==> config.mk <==
export PLATFORM = sky130hd
export DESIGN_NAME = beep_pattern_sequencer
export DESIGN_NICKNAME = d
export VERILOG_FILES = /design/src/hw/rtl/bps_pkg.sv /design/src/hw/rtl/bps_table.sv /design/src/hw/rtl/bps_seq.sv /design/src/hw/rtl/beep_pattern_sequencer.sv
export SDC_FILE = /design/constraint.sdc
export NUM_CORES = 1
export LEC_CHECK = 0
export BUFFER_PORTS_ARGS = -buffer_cell sky130_fd_sc_hd__buf_4
export CAP_MARGIN = 20
export CELL_PAD_IN_SITES_DETAIL_PLACEMENT = 1
export CELL_PAD_IN_SITES_GLOBAL_PLACEMENT = 1
export CORE_MARGIN = 4
export CORE_UTILIZATION = 35
export CTS_CLUSTER_DIAMETER = 120
export DETAILED_ROUTE_END_ITERATION = 10
export PLACE_DENSITY_LB_ADDON = 0.12
export SKIP_LAST_GASP = 1
export SYNTH_ARGS = -nofsm -noshare
export SYNTH_HDL_FRONTEND = slang
export SYNTH_SLANG_ARGS = --single-unit
==> constraint.sdc <==
create_clock -name clk -period 5.5 [get_ports clk]
set_clock_uncertainty 0.1 [all_clocks]
set_input_delay 0.825 -clock clk [delete_from_list [all_inputs] [get_ports clk]]
set_output_delay 0.825 -clock clk [all_outputs]
set_load 0.005 [all_outputs]
==> src/hw/rtl/bps_pkg.sv <==
`default_nettype none

package bps_pkg;

  typedef enum logic [1:0] {
    CMD_TICK  = 2'd0,
    CMD_LOAD  = 2'd1,
    CMD_START = 2'd2,
    CMD_STOP  = 2'd3
  } cmd_t;

  localparam logic CFG_PATTERN_LENGTH = 1'b0;
  localparam logic CFG_REPEAT_TOTAL   = 1'b1;

  localparam logic [4:0] PATTERN_LENGTH_RESET = 5'd0;
  localparam logic [7:0] REPEAT_TOTAL_RESET   = 8'd1;
  localparam logic [7:0] REPEAT_MAX           = 8'd255;

  // Packed from the lowest bit up: buzzer_level, busy_res, entry_now, finished.
  typedef struct packed {
    logic       finished;
    logic [3:0] entry_now;
    logic       busy_res;
    logic       buzzer_level;
  } bps_result_t;

  typedef struct packed {
    logic       we;
    logic [3:0] waddr;
    logic [3:0] raddr;
  } bps_tbl_ctl_t;

endpackage

`default_nettype wire

==> src/hw/rtl/bps_table.sv <==
`default_nettype none

module bps_table #(
  parameter int TABLE_DEPTH = 16,
  parameter int TIME_WIDTH  = 16
) (
  input  wire                       clk,
  input  bps_pkg::bps_tbl_ctl_t     ctl,
  input  wire  [TIME_WIDTH-1:0]     wr_on,
  input  wire  [TIME_WIDTH-1:0]     wr_off,
  output logic [TIME_WIDTH-1:0]     rd_on,
  output logic [TIME_WIDTH-1:0]     rd_off
);
  import bps_pkg::*;

  localparam int ADDR_W = (TABLE_DEPTH > 1) ? $clog2(TABLE_DEPTH) : 1;

  logic [TIME_WIDTH-1:0] on_mem  [TABLE_DEPTH];
  logic [TIME_WIDTH-1:0] off_mem [TABLE_DEPTH];

  logic [ADDR_W-1:0] waddr;
  logic [ADDR_W-1:0] raddr;
  logic              bypass;

  assign waddr  = ADDR_W'(ctl.waddr);
  assign raddr  = ADDR_W'(ctl.raddr);
  assign bypass = ctl.we && (ctl.waddr == ctl.raddr);

  always_ff @(posedge clk) begin
    if (ctl.we) begin
      on_mem[waddr]  <= wr_on;
      off_mem[waddr] <= wr_off;
    end
    if (bypass) begin
      rd_on  <= wr_on;
      rd_off <= wr_off;
    end else begin
      rd_on  <= on_mem[raddr];
      rd_off <= off_mem[raddr];
    end
  end

endmodule

`default_nettype wire

==> src/hw/rtl/bps_seq.sv <==
`default_nettype none

module bps_seq #(
  parameter int TABLE_DEPTH = 16,
  parameter int TIME_WIDTH  = 16
) (
  input  wire                        clk,
  input  wire                        rst,
  input  wire                        go,
  input  bps_pkg::cmd_t              cmd,
  input  wire  [3:0]                 idx,
  input  wire  [4:0]                 pattern_length,
  input  wire  [7:0]                 repeat_total,
  input  wire  [TIME_WIDTH-1:0]      rd_on,
  input  wire  [TIME_WIDTH-1:0]      rd_off,
  output bps_pkg::bps_tbl_ctl_t      tbl_ctl,
  output bps_pkg::bps_result_t       result
);
  import bps_pkg::*;

  logic [3:0]            entry_counter, entry_counter_next;
  logic [7:0]            repeat_counter, repeat_counter_next;
  logic                  on_phase, on_phase_next;
  logic                  playing, playing_next;
  logic [TIME_WIDTH-1:0] phase_elapsed, phase_elapsed_next;

  logic [TIME_WIDTH-1:0] limit;
  logic [TIME_WIDTH-1:0] elapsed_inc;
  logic [7:0]            passes;
  logic [7:0]            repeat_inc;
  logic [4:0]            entry_plus;
  logic                  wrap;
  logic                  done;
  logic                  load_ok;

  always_ff @(posedge clk) begin
    if (rst) begin
      entry_counter  <= '0;
      repeat_counter <= '0;
      on_phase       <= 1'b1;
      playing        <= 1'b0;
      phase_elapsed  <= '0;
    end else if (go) begin
      entry_counter  <= entry_counter_next;
      repeat_counter <= repeat_counter_next;
      on_phase       <= on_phase_next;
      playing        <= playing_next;
      phase_elapsed  <= phase_elapsed_next;
    end
  end

  always_comb begin
    limit       = on_phase ? rd_on : rd_off;
    elapsed_inc = (&phase_elapsed) ? phase_elapsed : phase_elapsed + TIME_WIDTH'(1);
    passes      = (repeat_total == 8'd0) ? 8'd1 : repeat_total;
    repeat_inc  = (repeat_counter == REPEAT_MAX) ? repeat_counter : repeat_counter + 8'd1;
    entry_plus  = {1'b0, entry_counter} + 5'd1;
    wrap        = (entry_plus >= pattern_length) ||
                  (32'(entry_plus) >= 32'(TABLE_DEPTH));
    load_ok     = !playing && (32'(idx) < 32'(TABLE_DEPTH));

    entry_counter_next  = entry_counter;
    repeat_counter_next = repeat_counter;
    on_phase_next       = on_phase;
    playing_next        = playing;
    phase_elapsed_next  = phase_elapsed;
    done                = 1'b0;
    tbl_ctl.we          = 1'b0;

    case (cmd)
      CMD_TICK: begin
        if (playing) begin
          phase_elapsed_next = elapsed_inc;
          if (elapsed_inc >= limit) begin
            phase_elapsed_next = '0;
            if (on_phase) begin
              on_phase_next = 1'b0;
            end else if (wrap) begin
              repeat_counter_next = repeat_inc;
              if (repeat_inc >= passes) begin
                entry_counter_next = '0;
                playing_next       = 1'b0;
                done               = 1'b1;
              end else begin
                entry_counter_next = '0;
                on_phase_next      = 1'b1;
              end
            end else begin
              entry_counter_next = entry_plus[3:0];
              on_phase_next      = 1'b1;
            end
          end
        end
      end
      CMD_LOAD: begin
        tbl_ctl.we = go && load_ok;
      end
      CMD_START: begin
        if ((pattern_length != 5'd0) && (32'(pattern_length) <= 32'(TABLE_DEPTH))) begin
          entry_counter_next  = '0;
          repeat_counter_next = '0;
          on_phase_next       = 1'b1;
          playing_next        = 1'b1;
          phase_elapsed_next  = '0;
        end
      end
      CMD_STOP: begin
        playing_next = 1'b0;
      end
      default: begin
        playing_next = playing;
      end
    endcase

    tbl_ctl.waddr = idx;
    tbl_ctl.raddr = go ? entry_counter_next : entry_counter;

    result.buzzer_level = playing_next && on_phase_next;
    result.busy_res     = playing_next;
    result.entry_now    = entry_counter_next;
    result.finished     = done;
  end

endmodule

`default_nettype wire

==> src/hw/rtl/beep_pattern_sequencer.sv <==
`default_nettype none

// Beep pattern sequencer: plays a table of on/off tick durations on a buzzer,
// repeating the pattern a configured number of times. Every item on the input
// stream (tick, load, start or stop) produces exactly one status result. The
// block takes one item per clock while the result side is not stalled, and
// passes it through the input register, where the item is applied to the
// sequencer state and the pattern table, and then the result register. The
// pattern table is a memory with a registered read port that is always
// addressed with the entry the next item will play, so consecutive ticks run
// at full rate. The configuration registers may only be written while no item
// is in flight.
module beep_pattern_sequencer #(
  parameter int TABLE_DEPTH = 16,
  parameter int TIME_WIDTH  = 16
) (
  input  wire         clk,
  input  wire         rst,
  input  wire         s_tvalid,
  output logic        s_tready,
  input  wire  [39:0] s_tdata,   // entry_index, on_duration, off_duration, zero pad
  input  wire  [1:0]  s_tuser,   // command
  output logic        m_tvalid,
  input  wire         m_tready,
  output logic [7:0]  m_tdata,   // buzzer_level, busy_res, entry_now, finished, zero pad
  input  wire         cfg_valid,
  output logic        cfg_ready,
  input  wire         cfg_index,
  input  wire  [7:0]  cfg_data
);
  import bps_pkg::*;

  logic [4:0]            pattern_length;
  logic [7:0]            repeat_total;

  logic                  in_valid;
  cmd_t                  in_cmd;
  logic [3:0]            in_idx;
  logic [TIME_WIDTH-1:0] in_on;
  logic [TIME_WIDTH-1:0] in_off;

  logic                  out_valid;
  bps_result_t           out_result;

  logic                  go;
  bps_tbl_ctl_t          tbl_ctl;
  bps_result_t           result;
  logic [TIME_WIDTH-1:0] rd_on;
  logic [TIME_WIDTH-1:0] rd_off;

  assign cfg_ready = 1'b1;
  assign go        = in_valid && (!out_valid || m_tready);
  assign s_tready  = !in_valid || go;
  assign m_tvalid  = out_valid;
  assign m_tdata   = {1'b0, out_result};

  always_ff @(posedge clk) begin
    if (rst) begin
      pattern_length <= PATTERN_LENGTH_RESET;
      repeat_total   <= REPEAT_TOTAL_RESET;
    end else if (cfg_valid && cfg_ready) begin
      if (cfg_index == CFG_PATTERN_LENGTH) begin
        pattern_length <= cfg_data[4:0];
      end else begin
        repeat_total <= cfg_data;
      end
    end
  end

  always_ff @(posedge clk) begin
    if (rst) begin
      in_valid <= 1'b0;
    end else if (s_tready) begin
      in_valid <= s_tvalid;
    end
  end

  always_ff @(posedge clk) begin
    if (s_tvalid && s_tready) begin
      in_cmd <= cmd_t'(s_tuser);
      in_idx <= s_tdata[3:0];
      in_on  <= TIME_WIDTH'(s_tdata[19:4]);
      in_off <= TIME_WIDTH'(s_tdata[35:20]);
    end
  end

  always_ff @(posedge clk) begin
    if (rst) begin
      out_valid <= 1'b0;
    end else if (go) begin
      out_valid <= 1'b1;
    end else if (m_tready) begin
      out_valid <= 1'b0;
    end
  end

  always_ff @(posedge clk) begin
    if (go) begin
      out_result <= result;
    end
  end

  bps_seq #(
    .TABLE_DEPTH (TABLE_DEPTH),
    .TIME_WIDTH  (TIME_WIDTH)
  ) u_seq (
    .clk            (clk),
    .rst            (rst),
    .go             (go),
    .cmd            (in_cmd),
    .idx            (in_idx),
    .pattern_length (pattern_length),
    .repeat_total   (repeat_total),
    .rd_on          (rd_on),
    .rd_off         (rd_off),
    .tbl_ctl        (tbl_ctl),
    .result         (result)
  );

  bps_table #(
    .TABLE_DEPTH (TABLE_DEPTH),
    .TIME_WIDTH  (TIME_WIDTH)
  ) u_table (
    .clk    (clk),
    .ctl    (tbl_ctl),
    .wr_on  (in_on),
    .wr_off (in_off),
    .rd_on  (rd_on),
    .rd_off (rd_off)
  );

endmodule

`default_nettype wire

==> flow_summary_export.csv <==
group,metric,value,unit
cts,cts_tree,"built",
timing,tns,0,ns
yosys,synthMuxAreaShare,0.159,
critical_path,crit_top_cell,"mux4_2",
critical_path,worstSetupPathType,"reg -> reg",
timing,rsz0062_at_grt,"no",
power_and_ir_drop,netSwitchingPower,1.99,mW
detailed_routing,top_layer,"met4",
cells_and_area,drive_above_1_share,0.286,
yosys,synthCells,1236,
yosys,synth-adder-area-share,0.0165,
yosys,synth_top_family_by_area,"multiplexers",
placement,gp_congestion,0.709,
critical_path,cp_data_arrival_time,5.28,ns
cells_and_area,final_cells,2338,
yosys,synthesis.area_per_instance,19.6,um2
detailed_routing,wl_met3,2490,um
die,dieHeight,271,um
timing,fmax,204,MHz
global_route,grt_max_degree,46,
power_and_ir_drop,cellPowerDensity,344,nW/um2
placement,place_inst,2216,
die,start_util,0.353,
yosys,ys_warn_count,0,
die,core_area,68600,um2
power_and_ir_drop,p_leak,9.02,nW
detailed_routing,drc_errors,0,
placement,place_area,26200,um2
cts,cts_buffers,69,
timing,final_hold_viol_count,0,
detailed_routing,dr_wl_met2,30200,um
detailed_routing,wirelength_met1,28100,um
detailed_routing,wl_per_cell,26.4,um
power_and_ir_drop,clkPwrFrac,0.460,
critical_path,end_kind,"register",
cts,cts_resized,0,
yosys,synth_xor_area_frac,0.00614,
global_route,track_usage,0.170,
placement,dp_hpwl,36200,um
die,die_area,73500,um2
critical_path,cpPeakStageDelay,0.58,ns
yosys,synth_top_cell_by_area,"edfxtp_1",
cts,clock_latency,0.60,ns
power_and_ir_drop,sw_frac_of_total,0.204,
detailed_routing,via_per_inst,5.25,
cts,post_cts_buffers,0,
power_and_ir_drop,ir_worst_vdd,0.000294,V
cells_and_area,diodes,0,
yosys,synth_area,24200,um2
detailed_routing,via_count,12300,
critical_path,critPathLaunchType,"register",
yosys,async_reset_ff_frac,0,
yosys,syn_nets,1324,
global_route,first_global_vias,13100,
timing,maxSlewViolCount,0,
power_and_ir_drop,pwr-share-seq,0.525,
cts,cts_hold_buffers,0,
critical_path,worst_path_max_delay_cell,"or4_4",
cts,cts.htree.levels,3,
detailed_routing,ant_nets,0,
timing,relSlewSlack,0.299,
yosys,synth-edff-count,557,
detailed_routing,dr.pass1.iters,5,
die,num_rows,96,
placement,place_ws,0.600,ns
detailed_routing,drt_wl_total,61800,um
min_path,hold_path_class,"in -> reg",
critical_path,crit_buf_inv,1,
die,die_x,271,um
die,io_pins,67,
cells_and_area,synthToLayoutAreaGrowth,17.2,%
yosys,synth_seq_cells,606,
outcome,outcome,"completed",
yosys,synth-simple-area-share,0.0414,
cts,clock_sinks,606,
timing,min_period_over_period,0.893,
global_route,antenna_found_initial,0,
placement,io_buffers,60,
timing,tightest_slew,1.04,ns
global_route,overflow,0,
cts,root_buffer,"clkbuf_16",
critical_path,crit_path_max_fanout,23,
critical_path,cp.required,5.87,ns
yosys,synth.top_cell.area_share,0.690,
timing,setup_viol,0,
yosys,synth-main-ff-cell,"edfxtp_1",
yosys,synth.distinct_cells,66,
timing,period_minus_slack,4.91,ns
flow_run,maxCapViolations,0,
timing,worst_slack,0.590,ns
critical_path,critical_path.top_delay_family,"multiplexers",
yosys,synthTopCellsByArea,"edfxtp_1 69%, mux4_2 15%, dfxtp_1 4.0%",
yosys,synth_compound_area_frac,0.0325,
yosys,yosysSeqAreaShare,0.731,
power_and_ir_drop,p_comb_frac,0.014,
cells_and_area,nNetsFinal,1444,
cts,clockBufferDepth,3,
critical_path,crit_path_cell_trace,"buf_12 -> mux4_2 -> mux4_2 -> mux2i_1 -> ha_1 -> nand4_2 -> or3_4 -> or4_4 -> a31oi_2 -> nand3_1 -> o2bb2ai_1",
detailed_routing,drt_iter0_drc,1013,
power_and_ir_drop,internal_power,7.77,mW
cts,cts.reportedPaths.clkPinSlew,0.06,ns
cells_and_area,fin_area,28400,um2
global_route,grt_pass1_wl,91100,um
==> per-layer routing <==
layer / up-vias / global-route usage
met4: 0 / 0.0422
li1: 5360 / -
met3: 77 / 0.0281
met1: 6626 / 0.236
met5: - / 0
met2: 211 / 0.281
==> cell type report <==
class                           count  area (um2)
Fill cell                        6521       40200
Multi-Input combinational cell    550        6310
Tap cell                          931        1160
Clock inverter                     39         339
Clock buffer                       83        1860
Sequential cell                   606       17700
Timing Repair Buffer              106         908
Inverter                           23        86.3
==> placed cells by master, fill, tap and decap left out, types with 6 or more instances in the layout <==
| master | count |
|---|---|
| clkinv_2 | 10 |
| nand2_1 | 43 |
| buf_12 | 9 |
| clkbuf_16 | 73 |
| o31ai_1 | 6 |
| a21o_1 | 9 |
| a31oi_1 | 9 |
| o21ai_0 | 14 |
| ha_1 | 32 |
| a22o_1 | 8 |
| nand2b_1 | 9 |
| a21oi_1 | 29 |
| clkinv_1 | 15 |
| mux4_2 | 160 |
| dfxtp_1 | 45 |
| clkbuf_1 | 10 |
| xnor2_1 | 12 |
| nor4_1 | 7 |
| nand4_1 | 11 |
| buf_4 | 97 |
| edfxtp_1 | 557 |
| nor2_1 | 44 |
| inv_1 | 23 |
| nor2_4 | 12 |
| nand3_1 | 27 |
| nor3_1 | 7 |
| mux2i_1 | 22 |
| clkinvlp_4 | 6 |
==> synth_stat cells (all sizes together) (3+ instances only) <==
library cell / n
or3: 6
nor2b: 4
nor3: 11
o22ai: 5
ha: 32
mux2i: 22
nand4: 12
nor4: 8
nand2b: 9
and4: 4
o21a: 4
o21ai: 14
and2: 5
a21oi: 29
o31ai: 6
or4: 3
a21o: 9
nor2: 56
mux2: 3
edfxtp: 557
a22o: 8
a32oi: 3
a31oi: 10
or2: 3
dfxtp: 49
a31o: 5
mux4: 160
clkbuf: 39
nand2: 43
xor2: 5
o311ai: 4
xnor2: 12
inv: 23
nand3: 27
buf: 18
==> state kept, by name, summed over array words and instances, names as in the netlist, named ones only <==
signal                count
in_cmd                    2
in_idx                    4
u_seq.playing             1
u_seq.on_phase            1
m_tdata                   7
u_seq.repeat_counter      8
u_table.on_mem          256
pattern_length            5
u_seq.entry_counter       4
in_off                   16
m_tvalid                  1
in_on                    16
in_valid                  1
repeat_total              8
u_table.off_mem         256
u_seq.phase_elapsed      16
==> power by group through the flow <==
| stage | combinational [mW] | sequential [mW] | clock [mW] |
|---|---|---|---|
| final | 0.142 | 5.13 | 4.50 |
| after global placement | 0.144 | 5.23 | 0 |
| after floorplan | 0.0721 | 5.20 | 0 |
| after CTS | 0.146 | 5.13 | 4.65 |
| after detailed placement | 0.145 | 5.23 | 0 |
| after global routing | 0.158 | 5.14 | 4.85 |
==> cell families after synthesis <==
| kind of cell | count (synthesis) |
|---|---|
| and+or+nand+nor | 199 |
| AOI/OAI and AO/OA | 115 |
| DFF | 606 |
| adders and majority gates | 32 |
| muxes | 185 |
| other | 2 |
| buffers and inverters | 80 |
| xor gates and xnor gates | 17 |
==> through the flow <==
stage               total power, mW  hold slack (ns)  utilization
CTS                            9.93            0.258        0.414
global placement               5.37            0.352        0.382
global route                   10.1            0.270        0.414
floorplan                      5.27            0.336            -
detailed placement             5.38            0.353        0.382
finish                         9.77            0.302        0.414
==> final timing paths <==
check,from,end,slack (ns),cells past startpoint
max reg2reg,register,register,0.59,11
min reg2reg,repeat_total[1],repeat_total[1],0.36,2
min,s_tdata[21],in_off[1],0.30,1
max,register,register,0.59,11
(Power assumes the default switching activity.)
